==> config.mk <==
export PLATFORM = sky130hd
export DESIGN_NAME = rational_arith_reduce
export DESIGN_NICKNAME = d
export VERILOG_FILES = /design/src/design/rar_pkg.sv /design/src/design/rar_ctrl.sv /design/src/design/rar_dpath.sv /design/src/design/rational_arith_reduce.sv
export SDC_FILE = /design/constraint.sdc
export NUM_CORES = 2
export LEC_CHECK = 0
export BUFFER_PORTS_ARGS = -buffer_cell sky130_fd_sc_hd__buf_2
export CAP_MARGIN = 15
export CORE_MARGIN = 8
export CORE_UTILIZATION = 59
export CTS_BUF_LIST = sky130_fd_sc_hd__clkbuf_8
export CTS_CLUSTER_SIZE = 28
export DETAILED_ROUTE_END_ITERATION = 12
export HOLD_SLACK_MARGIN = 0.03
export PLACE_DENSITY = 0.9
export SKIP_LAST_GASP = 1
export SYNTH_ARGS = -nofsm -noshare
export SYNTH_HDL_FRONTEND = slang
export SYNTH_SLANG_ARGS = --single-unit
==> constraint.sdc <==
create_clock -name clk_i -period 8.8 [get_ports clk_i]
set_clock_uncertainty 0.1 [all_clocks]
set_input_delay 2.2 -clock clk_i [delete_from_list [all_inputs] [get_ports clk_i]]
set_output_delay 2.2 -clock clk_i [all_outputs]
set_load 0.005 [all_outputs]
==> src/design/rar_pkg.sv <==
package rar_pkg;

  // Request codes carried on req_type
  localparam logic [2:0] OP_REDUCE = 3'd0;
  localparam logic [2:0] OP_ADD    = 3'd1;
  localparam logic [2:0] OP_SUB    = 3'd2;
  localparam logic [2:0] OP_MUL    = 3'd3;
  localparam logic [2:0] OP_DIV    = 3'd4;

  // Which product the shared multiplier forms this cycle
  typedef enum logic [1:0] {
    MUL_CROSS1 = 2'd0,
    MUL_CROSS2 = 2'd1,
    MUL_DEN    = 2'd2
  } mul_sel_e;

  // Commands from the sequencer to the datapath
  typedef struct packed {
    logic     load;
    logic     mul;
    mul_sel_e mul_sel;
    logic     comb;
    logic     sel_two;
    logic     gcd_step;
    logic     div_init;
    logic     div_step;
    logic     emit;
    logic     last;
  } rar_cmd_t;

  // Status from the datapath to the sequencer
  typedef struct packed {
    logic special;
    logic gcd_done;
    logic div_last;
  } rar_sts_t;

endpackage

==> src/design/rar_ctrl.sv <==
module rar_ctrl
  import rar_pkg::*;
(
  input  logic       clk_i,
  input  logic       rst_ni,
  input  logic       in_valid_i,
  output logic       in_stall_o,
  input  logic [2:0] req_type_i,
  output logic       out_valid_o,
  input  logic       out_stall_i,
  output rar_cmd_t   cmd_o,
  input  rar_sts_t   sts_i
);

  typedef enum logic [8:0] {
    S_IDLE  = 9'b000000001,
    S_MUL0  = 9'b000000010,
    S_MUL1  = 9'b000000100,
    S_MUL2  = 9'b000001000,
    S_COMB  = 9'b000010000,
    S_GCD   = 9'b000100000,
    S_DINIT = 9'b001000000,
    S_DIV   = 9'b010000000,
    S_EMIT  = 9'b100000000
  } state_e;

  state_e   state_q, state_d;
  logic     reduce_q, reduce_d;
  logic     sel_two_q, sel_two_d;
  logic     out_valid_q, out_valid_d;
  logic     out_free;
  rar_cmd_t cmd;

  assign out_free    = !out_valid_q || !out_stall_i;
  assign in_stall_o  = (state_q != S_IDLE);
  assign out_valid_o = out_valid_q;
  assign cmd_o       = cmd;

  // Run a request via the multiply, combine, GCD, divide, emit it needs
  always_comb begin
    state_d   = state_q;
    reduce_d  = reduce_q;
    sel_two_d = sel_two_q;
    cmd          = '0;
    cmd.mul_sel  = MUL_CROSS1;
    cmd.sel_two  = sel_two_q;
    cmd.last     = !(reduce_q && !sel_two_q);
    unique case (state_q)
      S_IDLE: begin
        if (in_valid_i) begin
          cmd.load  = 1'b1;
          reduce_d  = (req_type_i == OP_REDUCE);
          sel_two_d = 1'b0;
          if (req_type_i == OP_REDUCE) begin
            state_d = S_COMB;
          end else if (req_type_i == OP_ADD || req_type_i == OP_SUB ||
                       req_type_i == OP_MUL || req_type_i == OP_DIV) begin
            state_d = S_MUL0;
          end
        end
      end
      S_MUL0: begin
        cmd.mul     = 1'b1;
        cmd.mul_sel = MUL_CROSS1;
        state_d     = S_MUL1;
      end
      S_MUL1: begin
        cmd.mul     = 1'b1;
        cmd.mul_sel = MUL_CROSS2;
        state_d     = S_MUL2;
      end
      S_MUL2: begin
        cmd.mul     = 1'b1;
        cmd.mul_sel = MUL_DEN;
        state_d     = S_COMB;
      end
      S_COMB: begin
        cmd.comb = 1'b1;
        state_d  = S_GCD;
      end
      S_GCD: begin
        priority if (sts_i.special) begin
          state_d = S_EMIT;
        end else if (sts_i.gcd_done) begin
          state_d = S_DINIT;
        end else begin
          cmd.gcd_step = 1'b1;
        end
      end
      S_DINIT: begin
        cmd.div_init = 1'b1;
        state_d      = S_DIV;
      end
      S_DIV: begin
        cmd.div_step = 1'b1;
        if (sts_i.div_last) begin
          state_d = S_EMIT;
        end
      end
      S_EMIT: begin
        if (out_free) begin
          cmd.emit = 1'b1;
          if (reduce_q && !sel_two_q) begin
            sel_two_d = 1'b1;
            state_d   = S_COMB;
          end else begin
            state_d = S_IDLE;
          end
        end
      end
      default: state_d = S_IDLE;
    endcase
  end

  // Hold a result until the consumer takes it
  always_comb begin
    out_valid_d = out_valid_q;
    if (cmd.emit) begin
      out_valid_d = 1'b1;
    end else if (!out_stall_i) begin
      out_valid_d = 1'b0;
    end
  end

  always_ff @(posedge clk_i or negedge rst_ni) begin
    if (!rst_ni) begin
      state_q     <= S_IDLE;
      reduce_q    <= 1'b0;
      sel_two_q   <= 1'b0;
      out_valid_q <= 1'b0;
    end else begin
      state_q     <= state_d;
      reduce_q    <= reduce_d;
      sel_two_q   <= sel_two_d;
      out_valid_q <= out_valid_d;
    end
  end

`ifndef SYNTHESIS
  a_state_onehot: assert property (@(posedge clk_i) disable iff (!rst_ni)
    $onehot(state_q))
    else $error("sequencer state not one-hot");

  a_emit_free: assert property (@(posedge clk_i) disable iff (!rst_ni)
    cmd.emit |-> (!out_valid_q || !out_stall_i))
    else $error("result emitted over an untaken result");

  a_reduce_second: assert property (@(posedge clk_i) disable iff (!rst_ni)
    (cmd.emit && !cmd.last) |=> (state_q == S_COMB && sel_two_q))
    else $error("second reduce fraction not started");
`endif

endmodule

==> src/design/rar_dpath.sv <==
module rar_dpath
  import rar_pkg::*;
#(
  parameter int WIDTH = 16
) (
  input  logic                      clk_i,
  input  logic                      rst_ni,
  input  rar_cmd_t                  cmd_i,
  output rar_sts_t                  sts_o,
  input  logic [2:0]                req_type_i,
  input  logic signed [WIDTH-1:0]   num_one_i,
  input  logic signed [WIDTH-1:0]   den_one_i,
  input  logic signed [WIDTH-1:0]   num_two_i,
  input  logic signed [WIDTH-1:0]   den_two_i,
  output logic signed [2*WIDTH:0]   res_num_o,
  output logic [2*WIDTH-2:0]        res_den_o,
  output logic                      status_o,
  output logic                      last_o
);

  localparam int PW = 2 * WIDTH;
  localparam int CW = $clog2(PW);

  function automatic logic [WIDTH-1:0] mag_of(input logic [WIDTH-1:0] v);
    return v[WIDTH-1] ? (~v + 1'b1) : v;
  endfunction

  // Captured request
  logic [2:0]       op_q;
  logic             sa1_q, sb1_q, sa2_q, sb2_q;
  logic [WIDTH-1:0] ma1_q, mb1_q, ma2_q, mb2_q;

  // Products and combined fraction
  logic [PW-1:0]    p1_q, p2_q, pd_q;
  logic [WIDTH-1:0] mul_a, mul_b;
  logic [PW-1:0]    prod;
  logic [PW-1:0]    nm_q, dm_q, nm_c, dm_c;
  logic             nneg_q, dneg_q, err_q, nneg_c, dneg_c, err_c;
  logic             s1, s2;

  // Binary GCD and divider lanes
  logic [PW-1:0]    ga_q, gb_q, ga_d, gb_d;
  logic [CW-1:0]    gk_q, gk_d;
  logic [PW-1:0]    g_q, rn_q, rd_q, rn_d, rd_d;
  logic [PW:0]      tn, td;
  logic             qn_bit, qd_bit;
  logic [CW-1:0]    cnt_q;

  // Result register
  logic [PW:0]      nm_ext;
  logic [PW:0]      res_num_q, res_num_d;
  logic [PW-2:0]    res_den_q, res_den_d;
  logic             status_q, last_q;

  // Pick operands of the shared multiplier
  always_comb begin
    mul_a = ma1_q;
    mul_b = mb2_q;
    unique case (cmd_i.mul_sel)
      MUL_CROSS1: begin
        mul_a = ma1_q;
        mul_b = (op_q == OP_MUL) ? ma2_q : mb2_q;
      end
      MUL_CROSS2: begin
        mul_a = ma2_q;
        mul_b = mb1_q;
      end
      MUL_DEN: begin
        mul_a = mb1_q;
        mul_b = (op_q == OP_DIV) ? ma2_q : mb2_q;
      end
      default: begin
        mul_a = ma1_q;
        mul_b = mb2_q;
      end
    endcase
  end

  assign prod = PW'(mul_a) * PW'(mul_b);

  // Combine products into a signed fraction, or pick a reduce input
  always_comb begin
    s1     = sa1_q ^ sb2_q;
    s2     = sa2_q ^ sb1_q ^ (op_q == OP_SUB);
    nm_c   = p1_q;
    dm_c   = pd_q;
    nneg_c = 1'b0;
    dneg_c = sb1_q ^ sb2_q;
    err_c  = (mb1_q == '0) || (mb2_q == '0);
    if (op_q == OP_REDUCE) begin
      nm_c   = cmd_i.sel_two ? PW'(ma2_q) : PW'(ma1_q);
      dm_c   = cmd_i.sel_two ? PW'(mb2_q) : PW'(mb1_q);
      nneg_c = cmd_i.sel_two ? sa2_q : sa1_q;
      dneg_c = cmd_i.sel_two ? sb2_q : sb1_q;
      err_c  = 1'b0;
    end else if (op_q == OP_ADD || op_q == OP_SUB) begin
      priority if (s1 == s2) begin
        nm_c   = p1_q + p2_q;
        nneg_c = s1;
      end else if (p1_q >= p2_q) begin
        nm_c   = p1_q - p2_q;
        nneg_c = s1;
      end else begin
        nm_c   = p2_q - p1_q;
        nneg_c = s2;
      end
    end else if (op_q == OP_MUL) begin
      nneg_c = sa1_q ^ sa2_q;
    end else begin
      nneg_c = sa1_q ^ sb2_q;
      dneg_c = sb1_q ^ sa2_q;
      err_c  = err_c || (ma2_q == '0);
    end
    err_c = err_c || (dm_c == '0);
  end

  // Binary GCD step: halve even operand(s), or subtract and halve
  always_comb begin
    ga_d = ga_q;
    gb_d = gb_q;
    gk_d = gk_q;
    priority if (!ga_q[0] && !gb_q[0]) begin
      ga_d = ga_q >> 1;
      gb_d = gb_q >> 1;
      gk_d = gk_q + 1'b1;
    end else if (!ga_q[0]) begin
      ga_d = ga_q >> 1;
    end else if (!gb_q[0]) begin
      gb_d = gb_q >> 1;
    end else if (ga_q > gb_q) begin
      ga_d = (ga_q - gb_q) >> 1;
    end else begin
      gb_d = (gb_q - ga_q) >> 1;
    end
  end

  // Restoring divide step on both lanes by the common divisor
  always_comb begin
    tn     = {rn_q, nm_q[PW-1]};
    td     = {rd_q, dm_q[PW-1]};
    qn_bit = (tn >= {1'b0, g_q});
    qd_bit = (td >= {1'b0, g_q});
    rn_d   = qn_bit ? PW'(tn - {1'b0, g_q}) : tn[PW-1:0];
    rd_d   = qd_bit ? PW'(td - {1'b0, g_q}) : td[PW-1:0];
  end

  // Form the output fraction
  always_comb begin
    nm_ext    = {1'b0, nm_q};
    res_num_d = (nneg_q ^ dneg_q) ? (~nm_ext + 1'b1) : nm_ext;
    res_den_d = dm_q[PW-2:0];
    if (err_q) begin
      res_num_d = '0;
      res_den_d = '0;
    end else if (nm_q == '0) begin
      res_num_d = '0;
      res_den_d = (PW-1)'(1);
    end
  end

  assign sts_o.special  = err_q || (nm_q == '0);
  assign sts_o.gcd_done = (ga_q == gb_q);
  assign sts_o.div_last = (cnt_q == CW'(PW - 1));

  // Payload registers
  always_ff @(posedge clk_i) begin
    if (cmd_i.load) begin
      op_q  <= req_type_i;
      sa1_q <= num_one_i[WIDTH-1];
      sb1_q <= den_one_i[WIDTH-1];
      sa2_q <= num_two_i[WIDTH-1];
      sb2_q <= den_two_i[WIDTH-1];
      ma1_q <= mag_of(num_one_i);
      mb1_q <= mag_of(den_one_i);
      ma2_q <= mag_of(num_two_i);
      mb2_q <= mag_of(den_two_i);
    end
    if (cmd_i.mul) begin
      unique case (cmd_i.mul_sel)
        MUL_CROSS1: p1_q <= prod;
        MUL_CROSS2: p2_q <= prod;
        MUL_DEN:    pd_q <= prod;
        default:    pd_q <= prod;
      endcase
    end
    if (cmd_i.comb) begin
      nm_q   <= nm_c;
      dm_q   <= dm_c;
      nneg_q <= nneg_c;
      dneg_q <= dneg_c;
      err_q  <= err_c;
      ga_q   <= nm_c;
      gb_q   <= dm_c;
      gk_q   <= '0;
    end else if (cmd_i.gcd_step) begin
      ga_q <= ga_d;
      gb_q <= gb_d;
      gk_q <= gk_d;
    end
    if (cmd_i.div_init) begin
      g_q  <= ga_q << gk_q;
      rn_q <= '0;
      rd_q <= '0;
    end else if (cmd_i.div_step) begin
      rn_q <= rn_d;
      rd_q <= rd_d;
      nm_q <= {nm_q[PW-2:0], qn_bit};
      dm_q <= {dm_q[PW-2:0], qd_bit};
    end
    if (cmd_i.emit) begin
      res_num_q <= res_num_d;
      res_den_q <= res_den_d;
      status_q  <= err_q;
      last_q    <= cmd_i.last;
    end
  end

  // Count divide steps
  always_ff @(posedge clk_i or negedge rst_ni) begin
    if (!rst_ni) begin
      cnt_q <= '0;
    end else if (cmd_i.div_init) begin
      cnt_q <= '0;
    end else if (cmd_i.div_step) begin
      cnt_q <= cnt_q + 1'b1;
    end
  end

  assign res_num_o = $signed(res_num_q);
  assign res_den_o = res_den_q;
  assign status_o  = status_q;
  assign last_o    = last_q;

`ifndef SYNTHESIS
  a_gcd_nonzero: assert property (@(posedge clk_i) disable iff (!rst_ni)
    cmd_i.gcd_step |-> (ga_q != '0 && gb_q != '0))
    else $error("GCD stepped on a zero operand");

  a_div_clean: assert property (@(posedge clk_i) disable iff (!rst_ni)
    cmd_i.div_init |-> (!err_q && nm_q != '0 && ga_q == gb_q))
    else $error("divide started on an unreduced or special fraction");
`endif

endmodule

==> src/design/rational_arith_reduce.sv <==
// Channel   Direction  Handshake                Payload
// request   in         in_valid_i / in_stall_o  req_type_i, num_one_i, den_one_i,
//                                               num_two_i, den_two_i
// result    out        out_valid_o / out_stall_i res_num_o, res_den_o, status_o, last_o
//
// One request at a time. Add, subtract, multiply and divide form three products
// on the shared multiplier, then run the binary GCD steps (data dependent)
// and the bit-serial divider. Reduce runs the GCD and divide pass once per
// fraction. A zero numerator or an error skips the GCD and divider. Reset
// clears the sequencer and the divide step counter; a stalled result is held
// while the next one is computed.
module rational_arith_reduce
  import rar_pkg::*;
#(
  parameter int WIDTH = 16
) (
  input  logic                      clk_i,
  input  logic                      rst_ni,
  input  logic                      in_valid_i,
  output logic                      in_stall_o,
  input  logic [2:0]                req_type_i,
  input  logic signed [WIDTH-1:0]   num_one_i,
  input  logic signed [WIDTH-1:0]   den_one_i,
  input  logic signed [WIDTH-1:0]   num_two_i,
  input  logic signed [WIDTH-1:0]   den_two_i,
  output logic                      out_valid_o,
  input  logic                      out_stall_i,
  output logic signed [2*WIDTH:0]   res_num_o,
  output logic [2*WIDTH-2:0]        res_den_o,
  output logic                      status_o,
  output logic                      last_o
);

  rar_cmd_t cmd;
  rar_sts_t sts;

  // Sequencer
  rar_ctrl u_ctrl (
    .clk_i       (clk_i),
    .rst_ni      (rst_ni),
    .in_valid_i  (in_valid_i),
    .in_stall_o  (in_stall_o),
    .req_type_i  (req_type_i),
    .out_valid_o (out_valid_o),
    .out_stall_i (out_stall_i),
    .cmd_o       (cmd),
    .sts_i       (sts)
  );

  // Multiplier, GCD and divider datapath
  rar_dpath #(
    .WIDTH (WIDTH)
  ) u_dpath (
    .clk_i      (clk_i),
    .rst_ni     (rst_ni),
    .cmd_i      (cmd),
    .sts_o      (sts),
    .req_type_i (req_type_i),
    .num_one_i  (num_one_i),
    .den_one_i  (den_one_i),
    .num_two_i  (num_two_i),
    .den_two_i  (den_two_i),
    .res_num_o  (res_num_o),
    .res_den_o  (res_den_o),
    .status_o   (status_o),
    .last_o     (last_o)
  );

endmodule
==> impl_results.md <==
* Min-delay worst type: reg2reg
* Final WL at approximately 160 mm
* WP data arrival at between 8 and 9 ns
* Hold-fix buffers at CTS at 0
* RSZ-0062 raised after global routing: false
* Global-route wire length before repair at between 200 and 250 mm
* RePlAce Congestion at ~1.1
* Die width at approximately 290 um
* Grt total ovfl at 0
* Initial Util at 59.6%
* Max-slew violations at 0
* Post-synth EDFFs at about 330
* Final hold vios at 0
* Final nets at approximately 5700
* Crit-path leading delay family: adder cells
* Post_cts resized at 0
* Worst Max-Slew Pin Slew at between 1 and 1.5 ns
* Tmin final at around 8.4 ns
* Most used cell along the critical path: fa_1
* Gr usage total at between 30 and 40%
* Vias in the first global route at slightly below 40000
* Skew-Pair Late Insertion Delay at slightly above 0.7 ns
* Via-to-Cell Ratio at 6.61
* Met1 Use GR at 47.5%
* Reg clk slew, reported paths at approximately 0.070 ns
* Final TNS setup at 0 ns
* Ys async rst share at between 3 and 4%
* Cells after Synth at between 4000 and 5000
* CTS root buffer: clkbuf_8
* Area Overhead vs Synth at 9.32%
* Terminus of the critical flop-to-flop path: u_dpath.pd_q[31]$_DFFE_PP_
* Drt first pass iters at 8
* Detail Placement HPWL at 122 mm
* Reg-to-Reg Start: u_ctrl.state_q[0]$_DFFE_PN1P_
* Min-delay src: u_dpath.rn_q[7]$_SDFFE_PP0P_
* Synth Register Bits at approximately 480
* Drt drc at 0
* Crit-path max cell delay at around 0.52 ns
* Register-to-Register Path Depth at 31
* Iter 0 DRT Violations at between 5000 and 6000
* YS warnings at 0
* Maxcap violations at 0
* Slew headroom at 11.3%
* Core Rows at between 90 and 100
* Fillers at just under 6000
* CP required at 9.11 ns
* Worst hold stages at 2
* M3 GR Usage at between 10% and 20%
* Full die area at just over 80000 um^2
* Hold Crit Endpoint: u_dpath.rn_q[7]$_SDFFE_PP0P_
* Synth cell types at 94
* Area of the mapped netlist at about 43000 um^2
* Die height at roughly 290 um
* Yosys top cell by area: edfxtp_1
* Via count at 40568
* Post-placement cell count at approximately 6000
* Top FF cell, synth: edfxtp_1
* Bufs and invs on worst path at 6
* Largest net degree at the start of global routing at 72
* Worst Path Max Fanout at 31
* Max H-tree Level at 3
* Post-Layout Cell Count at ~6100
* R2r setup slk at approximately 0.40 ns
* Clock sink count at between 400 and 500
* Share of the synthesized area in the top cell type at approximately 23%
* IO Port Bufs at roughly 140
* Clock tree buffer depth at 3
* Postcts setup bufs at 0
* # setup viols final at 0
* Fmax at between 100 and 150 MHz
* Tcrit/Tclk final at a little over nine tenths
* CTS Buf Count at 83
* TritonCTS clock tree: built
* Slowest CP cell: fa_1
* Mean area per synthesized cell at roughly 9 um^2
* GR Util met2 at between 50% and 60%
* WL/cell at 25.5 um
* Remaining antenna violation count at 0
* # IOs at ~140
* Share of cells above drive strength 1 at around a tenth
* Sequential share of the synthesized area at roughly 30%
* Critical Path Source Type: flip-flop
* Grt peak-use layer: met2
* Antenna violations before repair at 5
* Core outline area at between 70000 and 80000 um^2
* CP endpoint kind: flip-flop
* Top cells by area, synth: edfxtp_1 23%, ha_1 9.8%, fa_1 9.3%, dfxtp_1 6.1%, a21oi_1 4.6%
* Status: complete, no violations
* Kind of critical path: reg2reg
* Syn Nets at between 5000 and 6000
-- cell usage after synthesis, types with 17 or more instances --
library cell  instances
xor2_1               70
or2_2                17
nor4_1               40
mux2_2               26
or4_1                18
or3_1                35
a22oi_1              62
edfxtp_1            332
nand4_1              43
o21ai_1              42
nor2_1              454
mux4_2               19
nor2b_1              39
and2_1               59
a21o_1              121
o21a_1               41
mux2i_1              96
o211ai_1             39
and3_1               41
a21oi_1             398
inv_1               469
nand3_1              59
o21ai_0             307
buf_2                17
o31ai_1              44
fa_1                201
nand2_1             486
dfxtp_1             133
a31oi_1              36
a221oi_1             46
a21boi_0             23
a211oi_1             46
o21bai_1             43
clkbuf_1            206
nand2b_1             40
ha_1                340
a32oi_1              17
nor3_1               70
xnor2_1             165
-- routing by layer --
| layer | vias up | wire length [um] |
|---|---|---|
| met5 | - | 7 |
| met4 | 2 | 9320 |
| met3 | 532 | 20100 |
| met2 | 2605 | 67600 |
| met1 | 19479 | 59700 |
| li1 | 17950 | - |
-- metrics by stage --
step | utilization (%) | setup slack [ns] | instance area [um^2] | hold slack, ns
after floorplan | - | 0.234 | 43500 | 0.331
final | 65.1 | 0.398 | 47500 | 0.373
after global placement | 62.7 | 0.0938 | 45800 | 0.350
after global routing | 65.1 | 0.0108 | 47500 | 0.400
after detailed placement | 62.7 | 0.197 | 45800 | 0.364
after CTS | 65.0 | 0.116 | 47400 | 0.372
-- sequential cells by signal, indices dropped and copies added (netlist names), 9 cells and up --
signal             cells
u_dpath.res_num_o     33
u_dpath.dm_q          32
u_dpath.g_q           32
u_dpath.ga_q          32
u_dpath.gb_q          32
u_dpath.nm_q          32
u_dpath.p1_q          32
u_dpath.p2_q          32
u_dpath.pd_q          32
u_dpath.rd_q          32
u_dpath.rn_q          32
u_dpath.res_den_o     31
u_dpath.ma1_q         16
u_dpath.ma2_q         16
u_dpath.mb1_q         16
u_dpath.mb2_q         16
u_ctrl.state_q         9
-- cells in the final DEF (no fill, tap or decap), drive strengths merged, types with 16 or more instances in the layout --
master    n
nand3    59
ha      340
a221oi   47
o31ai    45
nand2b   40
o21ai   349
mux4     19
nor2b    39
inv     503
clkbuf   89
a22oi    62
edfxtp  332
and3     41
a21o    121
o21bai   43
dfxtp   133
nand4    43
xor2     70
fa      201
buf     286
a32oi    17
nor2    456
a21oi   398
or3      35
nand2   486
o21a     41
dfrtp    16
clkinv   23
and2     60
mux2i    96
or4      18
nor3     70
mux2     29
xnor2   165
a211oi   46
nor4     40
a31oi    36
a21boi   23
o211ai   39
or2      17
-- how the worst max path moves through the flow --
stage | slack [ns] | cells past startpoint | end | from
global route | 0.01 | 33 | u_dpath.p1_q[31]$_DFFE_PP_ | u_ctrl.state_q[0]$_DFFE_PN1P_
floorplan | 0.23 | 33 | u_dpath.p1_q[31]$_DFFE_PP_ | u_ctrl.state_q[7]$_DFFE_PN0P_
detailed placement | 0.20 | 31 | u_dpath.p2_q[31]$_DFFE_PP_ | u_ctrl.state_q[0]$_DFFE_PN1P_
finish | 0.40 | 31 | u_dpath.pd_q[31]$_DFFE_PP_ | u_ctrl.state_q[0]$_DFFE_PN1P_
global placement | 0.09 | 32 | u_dpath.p1_q[31]$_DFFE_PP_ | u_ctrl.state_q[0]$_DFFE_PN1P_
CTS | 0.12 | 31 | u_dpath.pd_q[31]$_DFFE_PP_ | u_ctrl.state_q[0]$_DFFE_PN1P_
-- worst reg2reg max path: cells and delay by family, from the launching register on --
kind	cells	cell delay (ns)
XOR/XNOR	1	0.13
AND/OR/NAND/NOR	4	0.84
adder cells (fa/ha/maj)	8	3.64
AO/OA/AOI/OAI	12	2.37
flip-flops	1	0.40
buffers and inverters	6	0.67
-- cells by family (layout without fill, tap and decap cells) --
kind of cell	after synthesis	in the layout	synth area share [%]
AO/OA/AOI/OAI	1410	1410	20.7
AND/OR/NAND/NOR	1446	1446	15.3
XOR/XNOR	235	235	4.74
buffers and inverters	711	909	6.22
other	0	10	0
multiplexers	144	144	3.95
flip-flops	482	482	30.0
adder cells (fa/ha/maj)	541	541	19.0
-- cell type report --
cell class | count | area, um^2 | share of cell area, %
antenna | 10 | 25.0 | 0.0527
clock buffer | 89 | 1220 | 2.58
clock inverter | 62 | 428 | 0.901
inverter | 472 | 1770 | 3.73
multi-input combinational | 3776 | 27900 | 58.6
sequential | 482 | 13100 | 27.5
tap | 959 | 1200 | 2.53
timing repair buffer | 286 | 1940 | 4.08
Power is not shown: default switching activity piles up to over one toggle a cycle in this logic, so the estimate is an artifact.
